File: src/rtl/hll_ips_pkg.sv
// ----------------------------------------------------------------------------
// hll_ips_pkg
// Widths, constants and types shared by the harmonic-sum accumulator.
// ----------------------------------------------------------------------------
package hll_ips_pkg;

    localparam int HASH_BITS  = 32;
    localparam int INDEX_BITS = 16;

    localparam int FRAC_BITS  = HASH_BITS + 1 - INDEX_BITS;
    localparam int SUM_W      = HASH_BITS + 1;
    localparam int LZ_W       = $clog2(SUM_W);
    localparam int MANT_W     = 24;
    localparam int NORM_W     = SUM_W + MANT_W;
    localparam int RANK_W     = 5;
    localparam int FLOAT_W    = 32;
    localparam int EXP_W      = 8;
    // biased exponent of a sum whose top bit is set, before rounding carry
    localparam int EXP_TOP    = SUM_W - 1 + 127 - FRAC_BITS;

    typedef logic [SUM_W-1:0]      sum_t;
    typedef logic [LZ_W-1:0]       lz_t;
    typedef logic [INDEX_BITS-1:0] count_t;
    typedef logic [RANK_W-1:0]     rank_t;
    typedef logic [FLOAT_W-1:0]    float_t;

    // weight of rank zero: 1.0 in sum units
    localparam sum_t RANK0_ADD = sum_t'(1) << FRAC_BITS;

endpackage

File: src/rtl/hll_inverse_power_sum_unit.sv
// ----------------------------------------------------------------------------
// hll_inverse_power_sum_unit
// HyperLogLog harmonic-sum accumulator with single-precision output.
// ----------------------------------------------------------------------------
// Usage:
//   Input channel (in_valid/in_ready, rank): one bucket rank per item. Each
//   item adds 2^-rank into a fixed-point running sum; ranks beyond the
//   fraction width add nothing but still count as a bucket.
//   Output channel (out_valid/out_ready, sum_float, last): one item per input
//   item, the updated sum as an IEEE single bit pattern, round to nearest
//   even. last marks the item that completes 2^INDEX_BITS buckets; the sum
//   and the bucket count clear after it.
//   Pipeline: three register stages (sum update, leading one detect,
//   normalize and round) lie between the accepting edge and out_valid.
//   Throughput: one item per cycle unless out_ready stalls the output, set by the sum update loop.
//   Reset: sum, bucket count and all stage valids clear; no item pending.
//   Stall: when out_ready is low the three stages fill and in_ready drops
//   only once they are all occupied; nothing is lost or repeated.
// ----------------------------------------------------------------------------
module hll_inverse_power_sum_unit
(
    input  logic                        clk,
    input  logic                        rst_n,
    input  logic                        in_valid,
    output logic                        in_ready,
    input  hll_ips_pkg::rank_t          rank,
    output logic                        out_valid,
    input  logic                        out_ready,
    output hll_ips_pkg::float_t         sum_float,
    output logic                        last
);

    hll_ips_pkg::sum_t   sum_reg;
    hll_ips_pkg::sum_t   sum_next;
    hll_ips_pkg::count_t cnt_reg;

    logic                a_valid_reg;
    hll_ips_pkg::sum_t   a_sum_reg;
    logic                a_last_reg;

    logic                b_valid_reg;
    hll_ips_pkg::sum_t   b_sum_reg;
    hll_ips_pkg::lz_t    b_lz_reg;
    logic                b_zero_reg;
    logic                b_last_reg;

    logic                out_valid_reg;
    hll_ips_pkg::float_t out_float_reg;
    logic                out_last_reg;

    logic                c_ready;
    logic                b_ready;
    logic                a_ready;
    logic                in_fire;
    logic                done;

    logic [hll_ips_pkg::SUM_W:0] sum_wide;
    hll_ips_pkg::sum_t   add_val;

    hll_ips_pkg::lz_t    lz_next;
    logic                zero_next;

    logic [hll_ips_pkg::NORM_W-1:0] norm;
    logic [hll_ips_pkg::MANT_W-1:0] mant;
    logic                           guard_bit;
    logic                           sticky_bit;
    logic                           round_up;
    logic [hll_ips_pkg::MANT_W:0]   mant_rnd;
    logic [hll_ips_pkg::EXP_W-1:0]  exp_val;
    hll_ips_pkg::float_t            float_next;

    assign c_ready  = !out_valid_reg || out_ready;
    assign b_ready  = !b_valid_reg || c_ready;
    assign a_ready  = !a_valid_reg || b_ready;
    assign in_ready = a_ready;
    assign in_fire  = in_valid && a_ready;
    assign done     = (cnt_reg == '1);

    // saturating add of 2^-rank
    always_comb
    begin
        add_val  = hll_ips_pkg::RANK0_ADD >> rank;
        sum_wide = {1'b0, sum_reg} + {1'b0, add_val};
        if (sum_wide[hll_ips_pkg::SUM_W])
        begin
            sum_next = '1;
        end
        else
        begin
            sum_next = sum_wide[hll_ips_pkg::SUM_W-1:0];
        end
    end

    always_ff @(posedge clk or negedge rst_n)
    begin
        if (!rst_n)
        begin
            sum_reg <= '0;
            cnt_reg <= '0;
        end
        else if (in_fire)
        begin
            sum_reg <= done ? '0 : sum_next;
            cnt_reg <= cnt_reg + 1'b1;
        end
    end

    // stage A: updated sum snapshot
    always_ff @(posedge clk or negedge rst_n)
    begin
        if (!rst_n)
        begin
            a_valid_reg <= 1'b0;
        end
        else if (a_ready)
        begin
            a_valid_reg <= in_valid;
        end
    end

    always_ff @(posedge clk)
    begin
        if (in_fire)
        begin
            a_sum_reg  <= sum_next;
            a_last_reg <= done;
        end
    end

    // leading one detect
    always_comb
    begin
        lz_next   = '0;
        zero_next = (a_sum_reg == '0);
        for (int i = 0; i < hll_ips_pkg::SUM_W; i++)
        begin
            if (a_sum_reg[i])
            begin
                lz_next = hll_ips_pkg::LZ_W'(hll_ips_pkg::SUM_W - 1 - i);
            end
        end
    end

    // stage B
    always_ff @(posedge clk or negedge rst_n)
    begin
        if (!rst_n)
        begin
            b_valid_reg <= 1'b0;
        end
        else if (b_ready)
        begin
            b_valid_reg <= a_valid_reg;
        end
    end

    always_ff @(posedge clk)
    begin
        if (b_ready && a_valid_reg)
        begin
            b_sum_reg  <= a_sum_reg;
            b_lz_reg   <= lz_next;
            b_zero_reg <= zero_next;
            b_last_reg <= a_last_reg;
        end
    end

    // normalize and round to nearest even
    always_comb
    begin
        norm       = {b_sum_reg, {hll_ips_pkg::MANT_W{1'b0}}} << b_lz_reg;
        mant       = norm[hll_ips_pkg::NORM_W-1 -: hll_ips_pkg::MANT_W];
        guard_bit  = norm[hll_ips_pkg::NORM_W-hll_ips_pkg::MANT_W-1];
        sticky_bit = |norm[hll_ips_pkg::NORM_W-hll_ips_pkg::MANT_W-2:0];
        round_up   = guard_bit && (sticky_bit || mant[0]);
        mant_rnd   = {1'b0, mant} + {{hll_ips_pkg::MANT_W{1'b0}}, round_up};
        exp_val    = hll_ips_pkg::EXP_W'(hll_ips_pkg::EXP_TOP - int'(b_lz_reg)
                                         + int'(mant_rnd[hll_ips_pkg::MANT_W]));
        if (b_zero_reg)
        begin
            float_next = '0;
        end
        else if (mant_rnd[hll_ips_pkg::MANT_W])
        begin
            float_next = {1'b0, exp_val, 23'b0};
        end
        else
        begin
            float_next = {1'b0, exp_val, mant_rnd[22:0]};
        end
    end

    // stage C: output register
    always_ff @(posedge clk or negedge rst_n)
    begin
        if (!rst_n)
        begin
            out_valid_reg <= 1'b0;
        end
        else if (c_ready)
        begin
            out_valid_reg <= b_valid_reg;
        end
    end

    always_ff @(posedge clk)
    begin
        if (c_ready && b_valid_reg)
        begin
            out_float_reg <= float_next;
            out_last_reg  <= b_last_reg;
        end
    end

    assign out_valid = out_valid_reg;
    assign sum_float = out_float_reg;
    assign last      = out_last_reg;

endmodule

File: config.mk
export PLATFORM = sky130hd
export DESIGN_NAME = hll_inverse_power_sum_unit
export DESIGN_NICKNAME = d
export VERILOG_FILES = /design/src/rtl/hll_ips_pkg.sv /design/src/rtl/hll_inverse_power_sum_unit.sv
export SDC_FILE = /design/constraint.sdc
export NUM_CORES = 1
export LEC_CHECK = 0
export ABC_AREA = 1
export BUFFER_PORTS_ARGS = -buffer_cell sky130_fd_sc_hd__buf_2
export CAP_MARGIN = 30
export CORE_ASPECT_RATIO = 0.8
export CORE_UTILIZATION = 55
export DETAILED_ROUTE_END_ITERATION = 12
export PLACE_DENSITY_LB_ADDON = 0.2
export SKIP_CTS_REPAIR_TIMING = 1
export SLEW_MARGIN = 20
export SYNTH_ARGS = -nofsm -noshare
export SYNTH_HDL_FRONTEND = slang
export SYNTH_SLANG_ARGS = --single-unit
File: constraint.sdc
create_clock -name clk -period 3.4 [get_ports clk]
set_clock_uncertainty 0.2 [all_clocks]
set_input_delay 0.51 -clock clk [delete_from_list [all_inputs] [get_ports clk]]
set_output_delay 0.51 -clock clk [all_outputs]
set_load 0.1 [all_outputs]
==> impl_metrics.ini, run 1 <==
[synthesis]
synthSimpleGateAreaFrac = 0.276
synth_top_area_cell = edfxtp_1
synth_top_area_share = 0.334
ys_ff_latch = 159
synth_compound_area_frac = 0.104
avgSynthCellArea_um2 = 8.13
ys.flop_type = edfxtp_1
seq_area_frac_synth = 0.469
synth_nets = 1215
synth.area.mux_share = 0.00208
ys_top_cells_by_area = edfxtp_1, dfrtp_1, nand2_1
synth_xor_area_frac = 0.0364
synthCells = 1183
synth-warning-count = 0
async_flop_share = 0.327
synthAdderAreaFrac = 0.0307
synth_area_um2 = 9620
synth.distinct_cells = 60
synth_top_family_by_area = simple AND/OR/NAND/NOR gates
synth-edff-count = 107

[setup_path]
r2r_start = b_lz_reg[0]
r2r_cells = 27
cp-start-kind = register
path_max_fanout = 6
critPathCaptureType = register
r2r_end = sum_float[28]
arrival_ps = 3740
crit_type = register to register
reg2reg_setup_slack_ps = -260
worst_ep_required_time_ps = 3480

[run_status]
violations = negative hold slack, negative setup slack
status = complete, but fails checks

[place]
dp_slack_ps = -472
dp_hpwl_mm = 17.6
placed_cells = 1566
numPortBuffers = 42
gp_congestion = 0.924

[drt]
post_drt_wl_per_cell_um = 15.0
ant_nets = 0
drt_drc_violations_left = 0
wirelength_mm = 24.2
via_count = 8734
drt_pass1_iterations = 5
drt_iter0_drc = 658
via_per_inst = 5.39

[power]
p_leak_nw = 5.72
switching_share = 0.439
p_comb_frac = 0.470
ir_drop_mv = 0.451
pwr-share-seq = 0.329
power_density_nw_per_um2 = 772
p_switching_mw = 4.15
p_int_mw = 5.30
power_frac_clock = 0.201

[global_routing]
antenna_found_initial = 0
grt_pass1_vias = 8206
grt_pass1_wl_mm = 38.9
grt_max_degree = 47
grt_overflow = 0
track_usage = 0.274

[hold_path]
hold_path.class = input pin to async pin

[sta]
maxSlewHeadroom = 0.385
slew_viol_final = 0
max_slew.worst_pin.slew_ps = 919
max_freq_ghz = 0.273
min_period_ps = 3660
finalHoldViolations = 31
holdWs_ps = -46.3
finalSetupViolCount = 27
finalCritPeriodShare = 1.08
setup_ws_ps = -260
rsz0062_at_grt = true

[clocking]
cts_inserted_buffers = 17
h-tree-depth = 4
cts_root_buf = clkbuf_16
clk_pin_slew_ps = 80
clk_path_buf_depth = 2
cts_tree = yes
clock-sinks = 159
worst_skew_pair.late_latency_ps = 430

[die]
start_util = 0.572
design.die.area_um2 = 18000
core_area_um2 = 16800
io_pins = 44
die_w_um = 150
chipHeight_um = 120
rows = 42

[job]
drv_cap = 0

[final_layout]
insertedDiodeCount = 0
final_nets = 1419
stdcell_count = 1620
drive_gt1_frac = 0.271
syn_to_final_growth_pct = 27.3
## how the worst max path moves through the flow
stage / start / to / slack, ps / cells after the start
2_1_floorplan: b_lz_reg[0] / sum_float[25] / -340 / 25
3_3_place_gp: b_lz_reg[0] / sum_float[25] / -260 / 25
3_5_place_dp: b_lz_reg[0] / sum_float[28] / -470 / 27
4_1_cts: b_lz_reg[0] / sum_float[28] / -500 / 27
5_1_grt: b_lz_reg[0] / sum_float[28] / -510 / 24
6_report: b_lz_reg[0] / sum_float[28] / -260 / 27
## layout by cell type, fill, tap and decap left out, drive strengths merged, types with 3 or more instances in the layout
| master | count |
|---|---|
| a21oi | 44 |
| a31oi | 8 |
| and2 | 4 |
| buf | 221 |
| clkbuf | 18 |
| clkinv | 7 |
| dfrtp | 52 |
| edfxtp | 107 |
| ha | 22 |
| inv | 146 |
| nand2 | 338 |
| nand3 | 89 |
| nand4 | 10 |
| nor2 | 125 |
| nor3 | 21 |
| nor3b | 5 |
| nor4 | 8 |
| o211ai | 4 |
| o21a | 3 |
| o21ai | 92 |
| o221ai | 5 |
| or2 | 8 |
| xnor2 | 13 |
| xor2 | 27 |
## layout make-up
type	count	area (um^2)
well taps	220	275
multi-input cells	847	4660
clock buffers	17	425
inverters	139	541
clock inverters	15	166
repair inverters	1	8.76
fillers	1254	4580
repair buffers	222	1650
flip-flops and latches	159	4520
## kinds of logic (layout without fill, tap and decap cells)
group	after synthesis	count (layout)
multiplexers	2	2
flip-flops	159	159
adder cells (fa/ha/maj)	23	23
AO/OA/AOI/OAI	170	170
XOR/XNOR	40	40
buffers and inverters	178	394
AND/OR/NAND/NOR	610	611
other	1	1
## through the flow
stage	setup TNS (ps)	cell area [um^2]	util	power [mW]
floorplan	-3000	9710	-	5.90
global placement	-11830	11200	0.665	7.19
detailed placement	-21520	11200	0.665	7.28
CTS	-9620	11800	0.700	9.20
global route	-10580	12200	0.728	10.0
finish	-2080	12200	0.728	9.45
## routing by layer
layer	up-vias	global-route usage	part of all wire
met4	0	0.0802	0.014
met5	-	0	0
met1	4108	0.370	0.46
met2	262	0.451	0.48
li1	4333	-	-
met3	31	0.0509	0.054
## power groups by stage
| stage | clock network [mW] | logic, mW | registers [mW] |
|---|---|---|---|
| floorplan | 0 | 2.09 | 3.80 |
| global placement | 0 | 4.08 | 3.11 |
| detailed placement | 0 | 4.15 | 3.13 |
| CTS | 1.92 | 4.17 | 3.10 |
| global route | 1.99 | 4.85 | 3.17 |
| finish | 1.90 | 4.44 | 3.10 |
## Yosys cell counts, types with 5 or more instances
cell,n
a21oi_2,6
buf_4,9
a21oi_1,38
edfxtp_1,107
nor2_1,116
nor4_1,7
nand2_1,332
nand3_1,86
or2_2,8
o21ai_2,8
o21ai_0,48
nor2_2,8
nor3_1,18
a31oi_1,8
clkbuf_1,13
inv_1,132
o21ai_1,36
ha_1,22
nand4_1,8
o221ai_1,5
buf_2,10
xor2_1,27
dfrtp_1,52
xnor2_1,13
## worst max-delay path, stage by stage, from the launching register on
cell      delay (ps)
edfxtp_1         400
buf_6            170
clkinv_8          60
nand2_4           30
and2_4           130
o21ai_2          130
nand2_1           80
o21ai_2           70
o21ai_2           80
nor2_2           110
nand2_1          100
inv_2             90
ha_4             140
inv_4             40
nor2_4           120
nand4_4          100
nor2_4           120
nand3_2           90
nor3_4           150
nand3_2          130
nor2_4           140
nand4_4          100
ha_4             200
nand3_2           90
nor2_2            50
nor2_2           140
o21ai_1           90
a21oi_1          160
No activity file was read; power rests on OpenSTA's default activity.
==> run 2, diff against run 1 <==
--- a/config.mk
+++ b/config.mk
@@ -11,7 +11,7 @@
 export CORE_ASPECT_RATIO = 0.8
 export CORE_UTILIZATION = 55
 export DETAILED_ROUTE_END_ITERATION = 12
-export PLACE_DENSITY_LB_ADDON = 0.2
+export PLACE_DENSITY = 0.76
 export SKIP_CTS_REPAIR_TIMING = 1
 export SLEW_MARGIN = 20
 export SYNTH_ARGS = -nofsm -noshare
==> run 2 against run 1 <==
Highest routed layer is now met5. Routed wire length decreased by 2.5%. Critical path type unchanged. Largest cell class unchanged. Register-to-register slack about the same. The run ends with negative setup slack left. Non-clock buffer count unchanged.
==> impl_metrics.ini, run 2 (same netlist as run 1, synthesis figures left out) <==
[global_routing]
grt_max_degree = 48
track_usage = 0.266
grt_pass1_vias = 8168
grt_pass1_wl_mm = 37.9
antenna_found_initial = 1
grt_overflow = 0

[sta]
rsz0062_at_grt = true
finalHoldViolations = 0
max_slew.worst_pin.slew_ps = 982
tns_ps = -4630
slew_viol_final = 0
finalCritPeriodShare = 1.08
maxSlewHeadroom = 0.343
setup_ws_ps = -265
max_freq_ghz = 0.273
min_period_ps = 3670
finalSetupViolCount = 30

[final_layout]
syn_to_final_growth_pct = 27.5
layout_common_cells = nand2_1, buf_4, inv_1
layout_commonest_cell = nand2_1
final_nets = 1417
drive_gt1_frac = 0.273
stdcell_count = 1618
n_fill_cell = 1187
fin_util = 0.730
insertedDiodeCount = 0

[die]
rows = 42
design.die.area_um2 = 18000
die_w_um = 150
io_pins = 44
core_area_um2 = 16800
start_util = 0.572
chipHeight_um = 120

[run_status]
violations = negative setup slack
status = complete, but fails checks

[setup_path]
path_max_fanout = 10
arrival_ps = 3740
worst_ep_required_time_ps = 3480
crit_type = register to register
r2r_cells = 25
critPathCaptureType = register
cp-start-kind = register

[hold_path]
hold_path.class = input pin to register
min_path_cells = 4

[drt]
via_per_inst = 5.38
drt_iter0_drc = 612
wirelength_mm = 23.6
ant_nets = 0
drt_drc_violations_left = 0
post_drt_wl_per_cell_um = 14.6
via_count = 8710
drt_pass1_iterations = 5

[power]
power_density_nw_per_um2 = 755
ir_drop_mv = 0.431
total_power_mw = 9.26
p_leak_nw = 5.71

[place]
gp_congestion = 0.900
numPortBuffers = 42
dp_hpwl_mm = 17.0
placed_cells = 1560

[clocking]
cts_tree = yes
cts_root_buf = clkbuf_16
clock-sinks = 159
h-tree-depth = 4
clk_path_buf_depth = 2
worst_skew_pair.late_latency_ps = 430
clk_pin_slew_ps = 70
cts_inserted_buffers = 17

[job]
drv_cap = 0
==> run 2: cell types whose count changed in the layout (fill, tap and decap cells not counted), moves of 3 or more <==
cell,previous run,this run
nand2_2,11,17
nand2_1,323,319
buf_4,169,161
a21oi_2,11,8
nand3_1,78,75
clkinv_4,0,3
buf_6,5,11
==> run 2: metrics by stage <==
step / setup WS [ps] / cell area, um^2 / hold slack (ps)
4_1_cts: -471 / 11700 / -56.3
3_5_place_dp: -419 / 11100 / 212
6_report: -265 / 12300 / 175
5_1_grt: -468 / 12300 / 191
3_3_place_gp: -289 / 11100 / 205
2_1_floorplan: -342 / 9710 / 14.4
==> run 2: final cells by class <==
type / instances / area [um^2] / area share
multi-input combinational: 846 / 4680 / 0.381
sequential: 159 / 4520 / 0.368
timing repair buffer: 222 / 1710 / 0.139
inverter: 139 / 539 / 0.0440
clock buffer: 18 / 429 / 0.0350
tap: 220 / 275 / 0.0224
clock inverter: 14 / 128 / 0.0104
==> run 2: layer usage <==
metal  part of all wire  global-route usage
met3              0.054              0.0509
met5            0.00055                   0
met1               0.45               0.356
met2               0.48               0.438
met4              0.018              0.0808
==> run 2: report_power, final <==
group          total [mW]  switching (mW)  internal, mW  leakage [nW]
Combinational        4.35            2.83          1.52          3.69
Sequential           3.10           0.353          2.75          1.74
Clock                1.80           0.840         0.965         0.278
==> run 2: path summary, 6_finish.rpt <==
path,to,slack (ps),from
worst max-delay path,sum_float[25],-270,b_lz_reg[0]
worst min-delay path,out_valid,180,out_ready
worst max register to register,sum_float[25],-270,b_lz_reg[0]
worst min register to register,b_last_reg,230,a_last_reg
max in group asynchronous,sum_reg[17],1850,rst_n
min in group asynchronous,sum_reg[5],470,rst_n
==> run 2: worst max-delay path, stage by stage, from the launching register on <==
cell and delay (ps):
edfxtp_1 370, buf_6 160, clkinv_8 70, nand2_2 40, and2_4 130, o21ai_2 120
nand2_1 80, o21ai_2 70, o21ai_2 70, nor2_1 140, nand2_1 120, inv_2 90
ha_4 130, inv_4 30, nor2_4 130, nand4_4 110, nor2_4 120, nand3_2 90
nor3_4 150, nand3_2 140, nor2_4 140, nand4_4 100, ha_4 200, ha_4 160
or2_4 220, a21oi_2 120
==> run 3, diff against run 2 <==
--- a/config.mk
+++ b/config.mk
@@ -5,7 +5,7 @@
 export SDC_FILE = /design/constraint.sdc
 export NUM_CORES = 1
 export LEC_CHECK = 0
-export ABC_AREA = 1
+export ABC_AREA = 0
 export BUFFER_PORTS_ARGS = -buffer_cell sky130_fd_sc_hd__buf_2
 export CAP_MARGIN = 30
 export CORE_ASPECT_RATIO = 0.8
==> run 3 against run 2 <==
The run ends with negative hold slack, negative setup slack left. Critical path depth fell by 11. Combinational power down 45%. Power shrank 24%. Largest cell class unchanged. Die area up 6.2%. Critical endpoint is now sum_float[28]. Sequential share of layout area fell by 1.5 points. Maximum frequency shrank 6.2%.
==> impl_metrics.ini, run 3 <==
[run_status]
status = complete, but fails checks
violations = negative hold slack, negative setup slack

[final_layout]
layout_commonest_cell = buf_4
n_fill_cell = 1274
layout_common_cells = buf_4, edfxtp_1, nand2_1
final_area_um2 = 12800
multi_input_area_um2 = 5530
syn_to_final_growth_pct = 24.9
regArea_um2 = 4510
drive_gt1_frac = 0.338
final_nets = 1201
insertedDiodeCount = 0
fin_util = 0.703

[synthesis]
ys_ff_latch = 159
synth_top_area_share = 0.314
seq_area_frac_synth = 0.442
synth_most_common_cell = edfxtp_1
ys.flop_type = edfxtp_1
yosys-top-cells-count = edfxtp_1, nand2_1, nor2_1
synth_top_area_cell = edfxtp_1
synth.distinct_cells = 85
async_flop_share = 0.327
synth-warning-count = 0
synth_area_um2 = 10200
synth_nets = 998
ys_top_cells_by_area = edfxtp_1, dfrtp_1, mux4_2
synth-edff-count = 107
avgSynthCellArea_um2 = 10.6
synthCells = 966

[setup_path]
r2r_cells = 14
crit_top_cell = ha_2
critPathCaptureType = register
worst_ep_required_time_ps = 3380
slowest_delay_ps = 530
cp.buffers_inverters = 1
crit_type = register to register
path_max_fanout = 12
arrival_ps = 3890
path_delay_family = simple AND/OR/NAND/NOR gates
cp_cell_sequence = buf_12 > mux2i_1 > mux4_2 > or2_4 > a21oi_2 > ha_2 > nor3b_4 > nand3_2 > or4_4 > ha_2 > and3_4 > a21oi_4 > xor2_1 > nor2_1
path_depth = 14
cp_slowest_cell = mux4_2
cp-start-kind = register

[die]
rows = 44
die_w_um = 154
chipHeight_um = 124
io_pins = 44
start_util = 0.563
core_area_um2 = 18200
design.die.area_um2 = 19100

[global_routing]
antenna_found_initial = 0
grt_overflow = 0
track_usage = 0.271
grt_pass1_vias = 7881
grt_max_degree = 42
grt_pass1_wl_mm = 40.4

[clocking]
cts_inserted_buffers = 17
worst_skew_pair.late_latency_ps = 440
h-tree-depth = 4
clock-sinks = 159
cts_root_buf = clkbuf_16
clk_path_buf_depth = 2
clk_pin_slew_ps = 70
cts_tree = yes

[sta]
max_slew.worst_pin.slew_ps = 922
slew_viol_final = 0
min_period_ps = 3910
setup_ws_ps = -506
finalSetupViolCount = 31
holdWs_ps = -46.6
tns_ps = -9480
rsz0062_at_grt = true
maxSlewHeadroom = 0.385
finalCritPeriodShare = 1.15
finalHoldViolations = 34
max_freq_ghz = 0.256

[place]
numPortBuffers = 42
dp_slack_ps = -512
gp_congestion = 0.898
dp_hpwl_mm = 18.7
placed_area_um2 = 12000

[drt]
via_per_inst = 5.96
via_count = 8419
wirelength_mm = 25.4
drt_pass1_iterations = 5
drt_drc_violations_left = 0
drt_iter0_drc = 721
ant_nets = 0
post_drt_wl_per_cell_um = 18.0

[power]
power_density_nw_per_um2 = 551
total_power_mw = 7.04
p_leak_nw = 5.42
ir_drop_mv = 0.360

[job]
drv_cap = 0

[hold_path]
hold_path.class = input pin to async pin
## run 3: changes by cell type in the layout (fill, tap and decap cells not counted), moves of 20 or more
cell,change
buf_4,+25
inv_1,-107
mux2i_1,+25
mux4_2,+27
nand2_1,-221
nand2b_1,+20
nand3_1,-51
o21ai_1,-27
xnor2_1,+26
## run 3: logic make-up (layout without fill, tap and decap cells)
logic type / count (synthesis) / count (layout) / share of synthesized area
adder cells (fa/ha/maj): 23 / 23 / 0.0289
multiplexers: 76 / 76 / 0.112
AND/OR/NAND/NOR: 372 / 372 / 0.188
flip-flops: 159 / 159 / 0.442
other: 1 / 1 / 0.000367
XOR/XNOR: 63 / 63 / 0.0540
buffers and inverters: 73 / 289 / 0.0412
AO/OA/AOI/OAI: 199 / 199 / 0.134
## run 3: metrics by stage
stage	cells	hold slack, ps
final	1412	-46.6
after detailed placement	1373	220
after global placement	1373	204
after floorplan	966	14.4
after CTS	1405	-43.5
after global routing	1412	9.46
## run 3: layout make-up
cell class | instances | area share
Multi-Input combinational cell | 734 | 0.433
Tap cell | 230 | 0.0225
Sequential cell | 159 | 0.353
Clock inverter | 13 | 0.0105
Timing Repair Buffer | 236 | 0.139
Inverter | 21 | 0.00656
Clock buffer | 19 | 0.0356
## run 3: per-layer routing
metal  vias up  wire length, um  GRT usage
met5         -                0          0
met4         0              569     0.0910
met3        66             1500     0.0543
met2       309            11900      0.435
met1      4040            11500      0.371
li1       4004                -          -
## run 3: path summary, 6_finish.rpt
kind                            slack, ps        start       endpoint
min in group clk                      100     in_valid    a_valid_reg
worst min-delay path                  -50        rst_n     cnt_reg[4]
worst max-delay path                 -510  b_lz_reg[1]  sum_float[28]
worst min register to register        230   b_last_reg           last
max in group asynchronous            2270        rst_n     sum_reg[7]
worst max register to register       -510  b_lz_reg[1]  sum_float[28]
## run 3: power by group
| group | switching [mW] | internal, mW |
|---|---|---|
| sequential | 0.278 | 2.46 |
| clock | 0.885 | 1.02 |
| combinational | 1.38 | 1.01 |
| total | 2.55 | 4.49 |
